==> src/hw/rtl/svt_pkg.sv <==
// Shared constants and types for the sorted value table.
`timescale 1ns / 1ps

package svt_pkg;

    localparam int CAPACITY  = 16;
    localparam int DATA_W    = 32;
    localparam int CNT_W     = $clog2(CAPACITY + 1);
    localparam int OUT_CNT_W = 5;

    localparam logic [1:0] ST_DONE      = 2'd0;
    localparam logic [1:0] ST_NOT_FOUND = 2'd1;
    localparam logic [1:0] ST_FULL      = 2'd2;

    localparam logic REQ_INSERT = 1'b0;
    localparam logic REQ_DELETE = 1'b1;

    typedef struct packed {
        logic                     ins_en;
        logic                     del_en;
        logic signed [DATA_W-1:0] value;
    } t_cell_ctrl;

    typedef struct packed {
        logic                     valid;
        logic signed [DATA_W-1:0] value;
    } t_cell_link;

    typedef struct packed {
        logic match;
        logic ge;
    } t_cell_stat;

endpackage

==> src/hw/rtl/sorted_value_table.sv <==
// Top level of the sorted value table: a chain of cells plus request control.
// Usage:
//   Raise start with i_req_type (0 insert, 1 delete) and i_value; the word is
//   taken at the clock edge where start is high and busy is low.
//   Insert places the value after all held equal values; delete removes the
//   oldest held copy of the value and closes the gap.
//   One result word follows per request, on the cycle after acceptance, marked
//   by o_valid for a single cycle: o_status, o_entry_count, o_smallest_value.
//   A new request may be given every cycle while busy is low: every cell
//   compares its value to the request and shifts to or from its neighbor in
//   the same edge, so the table updates at the edge that accepts the request.
//   busy is high only while reset is applied and in the cycle after it.
//   Reset empties the table; no clearing pass is needed, each cell carries a
//   valid bit. The receiver cannot stall: results must be taken when shown.
`timescale 1ns / 1ps

module sorted_value_table (
    input  logic                                 i_clk,
    input  logic                                 i_rst_n,
    input  logic                                 start,
    output logic                                 busy,
    input  logic                                 i_req_type,
    input  logic signed [svt_pkg::DATA_W-1:0]    i_value,
    output logic                                 o_valid,
    output logic [1:0]                           o_status,
    output logic [svt_pkg::OUT_CNT_W-1:0]        o_entry_count,
    output logic signed [svt_pkg::DATA_W-1:0]    o_smallest_value
);

    localparam int CAP = svt_pkg::CAPACITY;

    svt_pkg::t_cell_ctrl               ctrl;
    svt_pkg::t_cell_link               link   [CAP];
    svt_pkg::t_cell_stat               stat   [CAP];
    logic                              gt     [CAP];
    logic [CAP-1:0]                    match_vec;
    logic [CAP-1:0]                    valid_vec;

    logic                              r_busy;
    logic [svt_pkg::CNT_W-1:0]         r_count;
    logic [svt_pkg::CNT_W-1:0]         n_count;
    logic                              r_valid;
    logic [1:0]                        r_status;
    logic [1:0]                        n_status;
    logic [svt_pkg::OUT_CNT_W-1:0]     r_entry_count;
    logic signed [svt_pkg::DATA_W-1:0] r_smallest;
    logic signed [svt_pkg::DATA_W-1:0] n_smallest;

    logic accept;
    logic found;
    logic full;
    logic ins_ok;
    logic del_ok;

    assign busy   = r_busy;
    assign accept = start && !r_busy;
    assign found  = |match_vec;
    assign full   = (r_count == svt_pkg::CNT_W'(CAP));
    assign ins_ok = accept && (i_req_type == svt_pkg::REQ_INSERT) && !full;
    assign del_ok = accept && (i_req_type == svt_pkg::REQ_DELETE) && found;

    assign ctrl.ins_en = ins_ok;
    assign ctrl.del_en = del_ok;
    assign ctrl.value  = i_value;

    genvar g;
    generate
        for (g = 0; g < CAP; g++) begin : g_cell
            svt_pkg::t_cell_link prev_l;
            svt_pkg::t_cell_link next_l;
            logic                prev_gt;

            if (g == 0) begin : g_head
                assign prev_l  = '0;
                assign prev_gt = 1'b0;
            end else begin : g_mid
                assign prev_l  = link[g-1];
                assign prev_gt = gt[g-1];
            end
            if (g == CAP - 1) begin : g_tail
                assign next_l = '0;
            end else begin : g_body
                assign next_l = link[g+1];
            end

            svt_cell u_cell (
                .i_clk     (i_clk),
                .i_rst_n   (i_rst_n),
                .i_ctrl    (ctrl),
                .i_prev    (prev_l),
                .i_prev_gt (prev_gt),
                .i_next    (next_l),
                .o_link    (link[g]),
                .o_gt      (gt[g]),
                .o_stat    (stat[g])
            );

            assign match_vec[g] = stat[g].match;
            assign valid_vec[g] = link[g].valid;
        end
    endgenerate

    always_comb begin
        n_count    = r_count;
        n_status   = svt_pkg::ST_DONE;
        n_smallest = link[0].valid ? link[0].value : '0;
        if (i_req_type == svt_pkg::REQ_INSERT) begin
            if (full) begin
                n_status = svt_pkg::ST_FULL;
            end else begin
                n_count = r_count + 1'b1;
                if (!link[0].valid || (i_value < link[0].value)) begin
                    n_smallest = i_value;
                end
            end
        end else begin
            if (!found) begin
                n_status = svt_pkg::ST_NOT_FOUND;
            end else begin
                n_count = r_count - 1'b1;
                if (stat[0].ge) begin
                    n_smallest = link[1].valid ? link[1].value : '0;
                end
            end
        end
    end

    always_ff @(posedge i_clk) begin
        if (!i_rst_n) begin
            r_busy  <= 1'b1;
            r_count <= '0;
            r_valid <= 1'b0;
        end else begin
            r_busy  <= 1'b0;
            r_valid <= accept;
            if (ins_ok || del_ok) begin
                r_count <= n_count;
            end
        end
        if (accept) begin
            r_status      <= n_status;
            r_entry_count <= svt_pkg::OUT_CNT_W'(n_count);
            r_smallest    <= n_smallest;
        end
    end

    assign o_valid          = r_valid;
    assign o_status         = r_status;
    assign o_entry_count    = r_entry_count;
    assign o_smallest_value = r_smallest;

    a_count_matches_cells: assert property (@(posedge i_clk) disable iff (!i_rst_n)
        $countones(valid_vec) == r_count)
        else $error("held count differs from occupied cells");

    a_cells_packed: assert property (@(posedge i_clk) disable iff (!i_rst_n)
        (valid_vec & (valid_vec + 1'b1)) == '0)
        else $error("occupied cells are not packed at the head");

    a_result_follows_request: assert property (@(posedge i_clk) disable iff (!i_rst_n)
        o_valid |-> $past(accept))
        else $error("result without a request");

    a_full_status_count: assert property (@(posedge i_clk) disable iff (!i_rst_n)
        (o_valid && (o_status == svt_pkg::ST_FULL))
            |-> (r_count == svt_pkg::CNT_W'(CAP)))
        else $error("full refusal while table not full");

endmodule

==> src/hw/rtl/svt_cell.sv <==
// One slot of the sorted table: holds a value and shifts with its neighbors.
`timescale 1ns / 1ps

module svt_cell (
    input  logic                i_clk,
    input  logic                i_rst_n,
    input  svt_pkg::t_cell_ctrl i_ctrl,
    input  svt_pkg::t_cell_link i_prev,
    input  logic                i_prev_gt,
    input  svt_pkg::t_cell_link i_next,
    output svt_pkg::t_cell_link o_link,
    output logic                o_gt,
    output svt_pkg::t_cell_stat o_stat
);

    logic                             r_valid;
    logic signed [svt_pkg::DATA_W-1:0] r_value;
    logic                             n_valid;
    logic signed [svt_pkg::DATA_W-1:0] n_value;
    logic                             own_gt;

    // free slot or strictly greater value: insert point at or before this cell
    assign own_gt = !r_valid || (r_value > i_ctrl.value);

    assign o_gt        = own_gt;
    assign o_stat.match = r_valid && (r_value == i_ctrl.value);
    assign o_stat.ge    = r_valid && (r_value >= i_ctrl.value);
    assign o_link.valid = r_valid;
    assign o_link.value = r_value;

    always_comb begin
        n_valid = r_valid;
        n_value = r_value;
        if (i_ctrl.ins_en) begin
            if (i_prev_gt) begin
                n_valid = i_prev.valid;
                n_value = i_prev.value;
            end else if (own_gt) begin
                n_valid = 1'b1;
                n_value = i_ctrl.value;
            end
        end else if (i_ctrl.del_en && o_stat.ge) begin
            n_valid = i_next.valid;
            n_value = i_next.value;
        end
    end

    always_ff @(posedge i_clk) begin
        if (!i_rst_n) begin
            r_valid <= 1'b0;
        end else begin
            r_valid <= n_valid;
        end
        r_value <= n_value;
    end

endmodule

==> config.mk <==
export PLATFORM = sky130hd
export DESIGN_NAME = sorted_value_table
export DESIGN_NICKNAME = d
export VERILOG_FILES = /design/src/hw/rtl/svt_pkg.sv /design/src/hw/rtl/sorted_value_table.sv /design/src/hw/rtl/svt_cell.sv
export SDC_FILE = /design/constraint.sdc
export NUM_CORES = 2
export LEC_CHECK = 0
export ABC_AREA = 0
export BUFFER_PORTS_ARGS = -buffer_cell sky130_fd_sc_hd__buf_4
export CORE_MARGIN = 8
export CORE_UTILIZATION = 25
export CTS_CLUSTER_DIAMETER = 30
export CTS_CLUSTER_SIZE = 16
export DETAILED_ROUTE_END_ITERATION = 12
export PLACE_DENSITY = 0.37
export SYNTH_ARGS = -nofsm -noshare
export SYNTH_HDL_FRONTEND = slang
export SYNTH_SLANG_ARGS = --single-unit
==> constraint.sdc <==
create_clock -name i_clk -period 6 [get_ports i_clk]
set_input_delay 0.3 -clock i_clk [delete_from_list [all_inputs] [get_ports i_clk]]
set_output_delay 0.3 -clock i_clk [all_outputs]
set_load 0.005 [all_outputs]
## Yosys cells after proc, flatten, opt, wreduce, memory -nomap -nowiden

Cells that the tools add are included.

- Register bits: 574
- Input port bits: 36
- Output and inout bits: 41

- Add/sub/neg operators: 2
- Order comparisons: 33
- Equal/unequal tests: 33
- Multiplexer cells: 140
- Bitwise operators: 1
- Reductions and logical operators: 122

Operators with widths:

| cell | number |
|---|---|
| two-way mux 32 bit | 70 |
| == test 32 bit | 16 |
| greater-or-equal comparator 32 bit | 16 |
| greater-than comparator 32 bit | 16 |
| two-way mux 1 bit | 65 |
| logical AND 1 bit | 53 |
| != test 3 x 1 -> 1 bit (second input constant) | 15 |
| less-than comparator 32 bit | 1 |
| AND reduction 2 bit | 16 |
| nonzero test 2 bit | 16 |
| logical NOT 1 bit | 18 |
| logical OR 1 bit | 18 |
| OR reduction 16 bit | 1 |
| two-way mux 5 bit | 3 |
| adder 5 x 1 -> 5 bit (second input constant) | 1 |
| == test 5 bit (second input constant) | 1 |
| subtractor 5 x 1 -> 5 bit (second input constant) | 1 |
| two-way mux 2 bit | 2 |
| != test 2 x 1 -> 1 bit (second input constant) | 1 |
| inverter 1 bit | 1 |

## Longest topological paths before layout

- Depth in word-level cells: 7
- Mapped depth: 13
- Depth with buffers taken out: 10

## By module

Synthesis repeated with hierarchy kept, for this count alone.

- Cells, all modules: 4911
- Area, all modules: 45289.7 um^2

By module, submodules not included:

| module | instances | cells an instance | area an instance (um^2) |
|---|---|---|---|
| svt_cell | 16 | 287 | 2632.5 |
| sorted_value_table | 1 | 319 | 3169.3 |

## Worst setup path before layout

No wires, ideal clock.

- Path kind: in2reg
- From: input i_value[30] (netlist bit)
- To: register g_cell[10].u_cell.r_value[0] (netlist bit), enable pin
- Arrival: 4.466 ns
- Required time: 5.567 ns
- Setup slack: 1.101 ns
- Stages on the path: 12
- Path buffers: 3
- Cell sequence: clkbuf_1 -> inv_1 -> ha_1 -> nand4_1 -> or4_4 -> nand4bb_1 -> o2111ai_2 -> o41a_1 -> buf_2 -> buf_2 -> o21ai_0 -> o22ai_1

- Cells in the longest elaborated chain, start to end: 7
- Elaborated cells on any way between the ends: 44

Ends and longest elaborated chain:

| what | line | RTL |
|---|---|---|
| from (decl) | sorted_value_table.sv:23 | `input logic signed [svt_pkg::DATA_W-1:0] i_value,` |
| branches (longest 6 deep; another with greater-than comparator 32 bit) | n/a |  |
| AND reduction 2 bit (no source line) (*) | n/a |  |
| to (signal assigned) | svt_cell.sv:54 | `r_value <= n_value;` |
| to (decl) | svt_cell.sv:17 | `logic signed [svt_pkg::DATA_W-1:0] r_value;` |

Mark *: on every way between the ends.
A chain may end at the register's enable or synchronous reset.

## Worst setup path in the final report

- From: input i_value[18] (netlist bit)
- To: register g_cell[3].u_cell.r_value[21] (netlist bit), enable pin

- Cells in the longest elaborated chain, start to end: 7
- Elaborated cells on any way between the ends: 44

Ends and longest elaborated chain:

| what | line |
|---|---|
| branches (longest 6 deep; another with greater-than comparator 32 bit) | n/a |
| AND reduction 2 bit (no source line) (*) | n/a |
| to (signal assigned) | svt_cell.sv:54 |
| to (decl) | svt_cell.sv:17 |

Marked as above.

==> reports/results.tsv <==
stage	metric	value	unit
die	io pins	77	
worst_setup_path	crit end category	register	
timing	Worst Max-Slew Pin Slew	1160	ps
pwr	pwr/cell area	310	mW/mm²
clock_tree	H-tree depth	4	
timing	final setup margin	1160	ps
clock_tree	CTS Buffer Depth	3	
timing	post-route setup TNS	0	ps
detailed_routing	vias per cell	5.23	
detailed_routing	Post-Route WL	163	mm
worst_setup_path	Critical Path AT	5240	ps
worst_setup_path	crit path max fanout	32	
global_routing	largest net degree at the start of global routing	164	
global_routing	first-pass GRT wire length	239	mm
pwr	Int Pwr	0.0119	W
detailed_routing	TritonRoute pass-1 iters	7	
synth	Syn Area/Cell	10.1	µm²
placement	GPL Wtd Cong	0.829	
worst_setup_path	Buf/Inv on CP	5	
clock_tree	CTS Root Cell	clkbuf_16	
worst_setup_path	CP startpoint kind	primary input	
synth	Syn Inst Count	4092	
cells_and_area	area grow syn2layout	23.5	%
worst_setup_path	Critical Path Stages	13	
synth	most common cell in the netlist	edfxtp_1	
outcome	status	completed	
detailed_routing	DR vias	34400	
synth	post-synth top area share	0.400	
worst_setup_path	Largest stage delay, worst path	970	ps
timing	final-report hold violation count	0	
pwr	Clk pwr share	0.612	
min_path	hold depth	3	
pwr	Static Leak	21.7	nW
clock_tree	TritonCTS buffer count	192	
timing	Final Cycle Share	0.807	
detailed_routing	Iter 0 DRT Violations	2536	
worst_setup_path	most used cell along the critical path	buf_4	
pwr	Worst VDD drop	0.000275	V
clock_tree	CTS sink count	574	
flow_run	max capacitance violation total	0	
clock_tree	CTS tree	yes	
pwr	Gate power share	0.092	
cells_and_area	share of layout cells above drive strength 1	0.134	
synth	Netlist cell types	83	
synth	Post-Synthesis Cell Area	0.0414	mm²
synth	sequential area share after synthesis	0.411	
global_routing	vias in the first global route	35200	
synth	Synth warnings	0	
die	Initial Util	0.251	
synth	Syn Nets	4642	
pwr	switching share of power	0.251	
timing	fin. max-slew vios	0	
timing	Setup violations, final	0	
worst_setup_path	WS Path Type	primary input to register	
global_routing	grt total ovfl	0	
timing	worst clock skew	28.7	ps
synth	register bit count reported by yosys	574	
die	Core Area	0.165	mm²
clock_tree	clk_lat worst skew	780	ps
worst_setup_path	crit-path cells	dlygate4sd3_1 -> buf_4 -> inv_1 -> ha_1 -> nand4_1 -> nor4_1 -> nand3_1 -> o2111ai_1 -> o41a_1 -> buf_4 -> a21boi_0 -> a22o_1 -> buf_4	
synth	top post-synthesis cells by count	551 x edfxtp_1, 520 x nand2_1, 514 x ha_1	
synth	Top FF cell, synth	edfxtp_1	
min_path	Worst Hold Class	primary input to register	
global_routing	All-Layer GR Usage	0.175	
die	Die Y	423	µm
placement	PortBufs	76	
timing	fmax	0.206	GHz
timing	RSZ-0062 raised after global routing	no	
worst_setup_path	critical path's top delay family	buffers and inverters	
placement	DP Wirelength	124	mm
timing	Rel. slew slack	0.222	
synth	largest cells by area after synthesis	edfxtp_1 40%, ha_1 16%, mux2i_1 6.3%	
die	Die ar.	0.179	mm²
pwr	Flop pwr share	0.296	
clock_tree	Reg clk slew, reported paths	40	ps
timing	minimum clock period	4840	ps
worst_setup_path	CP required	6390	ps
detailed_routing	wire length per cell	24.8	µm
pwr	NetSw	0.00398	W
clock_tree	PostCTS Resize Cnt	0	
die	die width	423	µm
placement	pre-CTS WS	1000	ps
synth	fraction of registers with async set/reset	0	
pwr	total chip power	0.0159	W
cells_and_area	Final #Nets	4775	
synth	Post-synth EDFFs	551	
global_routing	initial antenna violation count	1	
detailed_routing	post-route ant nets	0	
worst_setup_path	Worst Reg-to-Reg Cells	10	
die	Rows	149	
detailed_routing	# DRC	0	
worst_setup_path	Max stage delay cell, worst path	nor4_1	
synth	cell taking the most area after synthesis	edfxtp_1	
-- timing repair --
item                                   4_1_cts  5_1_grt
setup endpoints to repair                    0        0
setup buffers                                0        0
endpoints found under the hold margin       14        0
hold buffers                                 6        0
-- worst paths after layout --
kind	slack, ps	startpoint	endpoint
max	1160	i_value[18]	g_cell[3].u_cell.r_value[21]
min	40	i_value[13]	g_cell[15].u_cell.r_value[13]
max reg2reg	1360	g_cell[3].u_cell.r_value[26]	g_cell[3].u_cell.r_value[21]
min reg2reg	530	g_cell[15].u_cell.r_valid	g_cell[15].u_cell.r_valid
-- metrics by stage --
step,cell area [µm²],hold WS [ps],cells,utilization
finish,51100,36.7,6579,0.310
global route,51100,27.7,6578,0.310
CTS,51100,0.988,6578,0.310
detailed placement,44800,534,6214,0.272
global placement,44800,540,6214,0.272
floorplan,41400,491,4092,-
-- tightest hold or removal path, delay by kind of cell --
kind | cells | cell delay, ps
buf+inv | 1 | 210
mux | 1 | 110
simple gates | 1 | 80
-- layer usage --
metal	wire length [µm]	track usage	share of wire	up-vias
li1	-	-	-	16200
met3	6280	0.0254	0.039	260
met5	0	0	0	-
met1	76900	0.241	0.47	17200
met4	4180	0.0504	0.026	0
met2	75700	0.285	0.46	782
-- sequential cells by signal (all words and copies together) (netlist names) --
signal / count
busy: 1
g_cell.u_cell.r_valid: 16
g_cell.u_cell.r_value: 512
o_entry_count: 5
o_smallest_value: 32
o_status: 2
o_valid: 1
r_count: 5
-- kinds of logic (layout without fill, tap and decap cells) --
group           after synthesis  count (layout)  share of synthesized area
compound gates             1162            1162                      0.188
xor+xnor                      4               4                   0.000846
fa+ha+maj                   514             514                      0.155
buf+inv                     356             653                     0.0362
flops                       574             574                      0.411
mux                         294             294                     0.0747
other cells                   0               1                          0
simple gates               1188            1188                      0.134
-- layout make-up --
cell class | count | area (µm²)
well taps | 2189 | 2740
repair buffers | 215 | 1740
clock inverters | 121 | 1160
multi-input cells | 3162 | 23000
fillers | 17000 | 114000
inverters | 80 | 300
clock buffers | 237 | 5120
diodes | 1 | 2.50
flip-flops and latches | 574 | 17000
-- power groups by stage --
stage / clock network [W] / registers, W / logic, W
2_1_floorplan: 0 / 0.00470 / 0.000933
3_3_place_gp: 0 / 0.00476 / 0.00145
3_5_place_dp: 0 / 0.00475 / 0.00146
4_1_cts: 0.00990 / 0.00469 / 0.00147
5_1_grt: 0.0101 / 0.00470 / 0.00163
6_report: 0.00970 / 0.00469 / 0.00146
-- cell usage in the layout (no fill, tap or decap), types with 9 or more instances in the layout --
cell and count:
edfxtp_1 551, clkinv_1 45, nand3_1 124, o211ai_1 67, clkbuf_16 196, a21oi_1 354, nand2b_1 15, dfxtp_1 23
a22oi_1 32, ha_1 514, a21o_1 109, mux2i_1 261, a221o_1 157, o221ai_1 9, o21ai_2 30, nand4_1 130
a21boi_0 10, bufinv_16 20, buf_12 9, o21a_1 16, o21ai_1 61, nor2_1 203, nor2b_1 29, buf_4 200
mux2_4 29, and4_1 9, nand3b_1 9, nor3_1 17, and2_1 10, inv_1 78, clkinv_2 48, and3_1 71
nand2_1 520, nor4_1 22, clkbuf_1 35, o21ai_0 191
No activity file was read; power rests on OpenSTA's default activity.
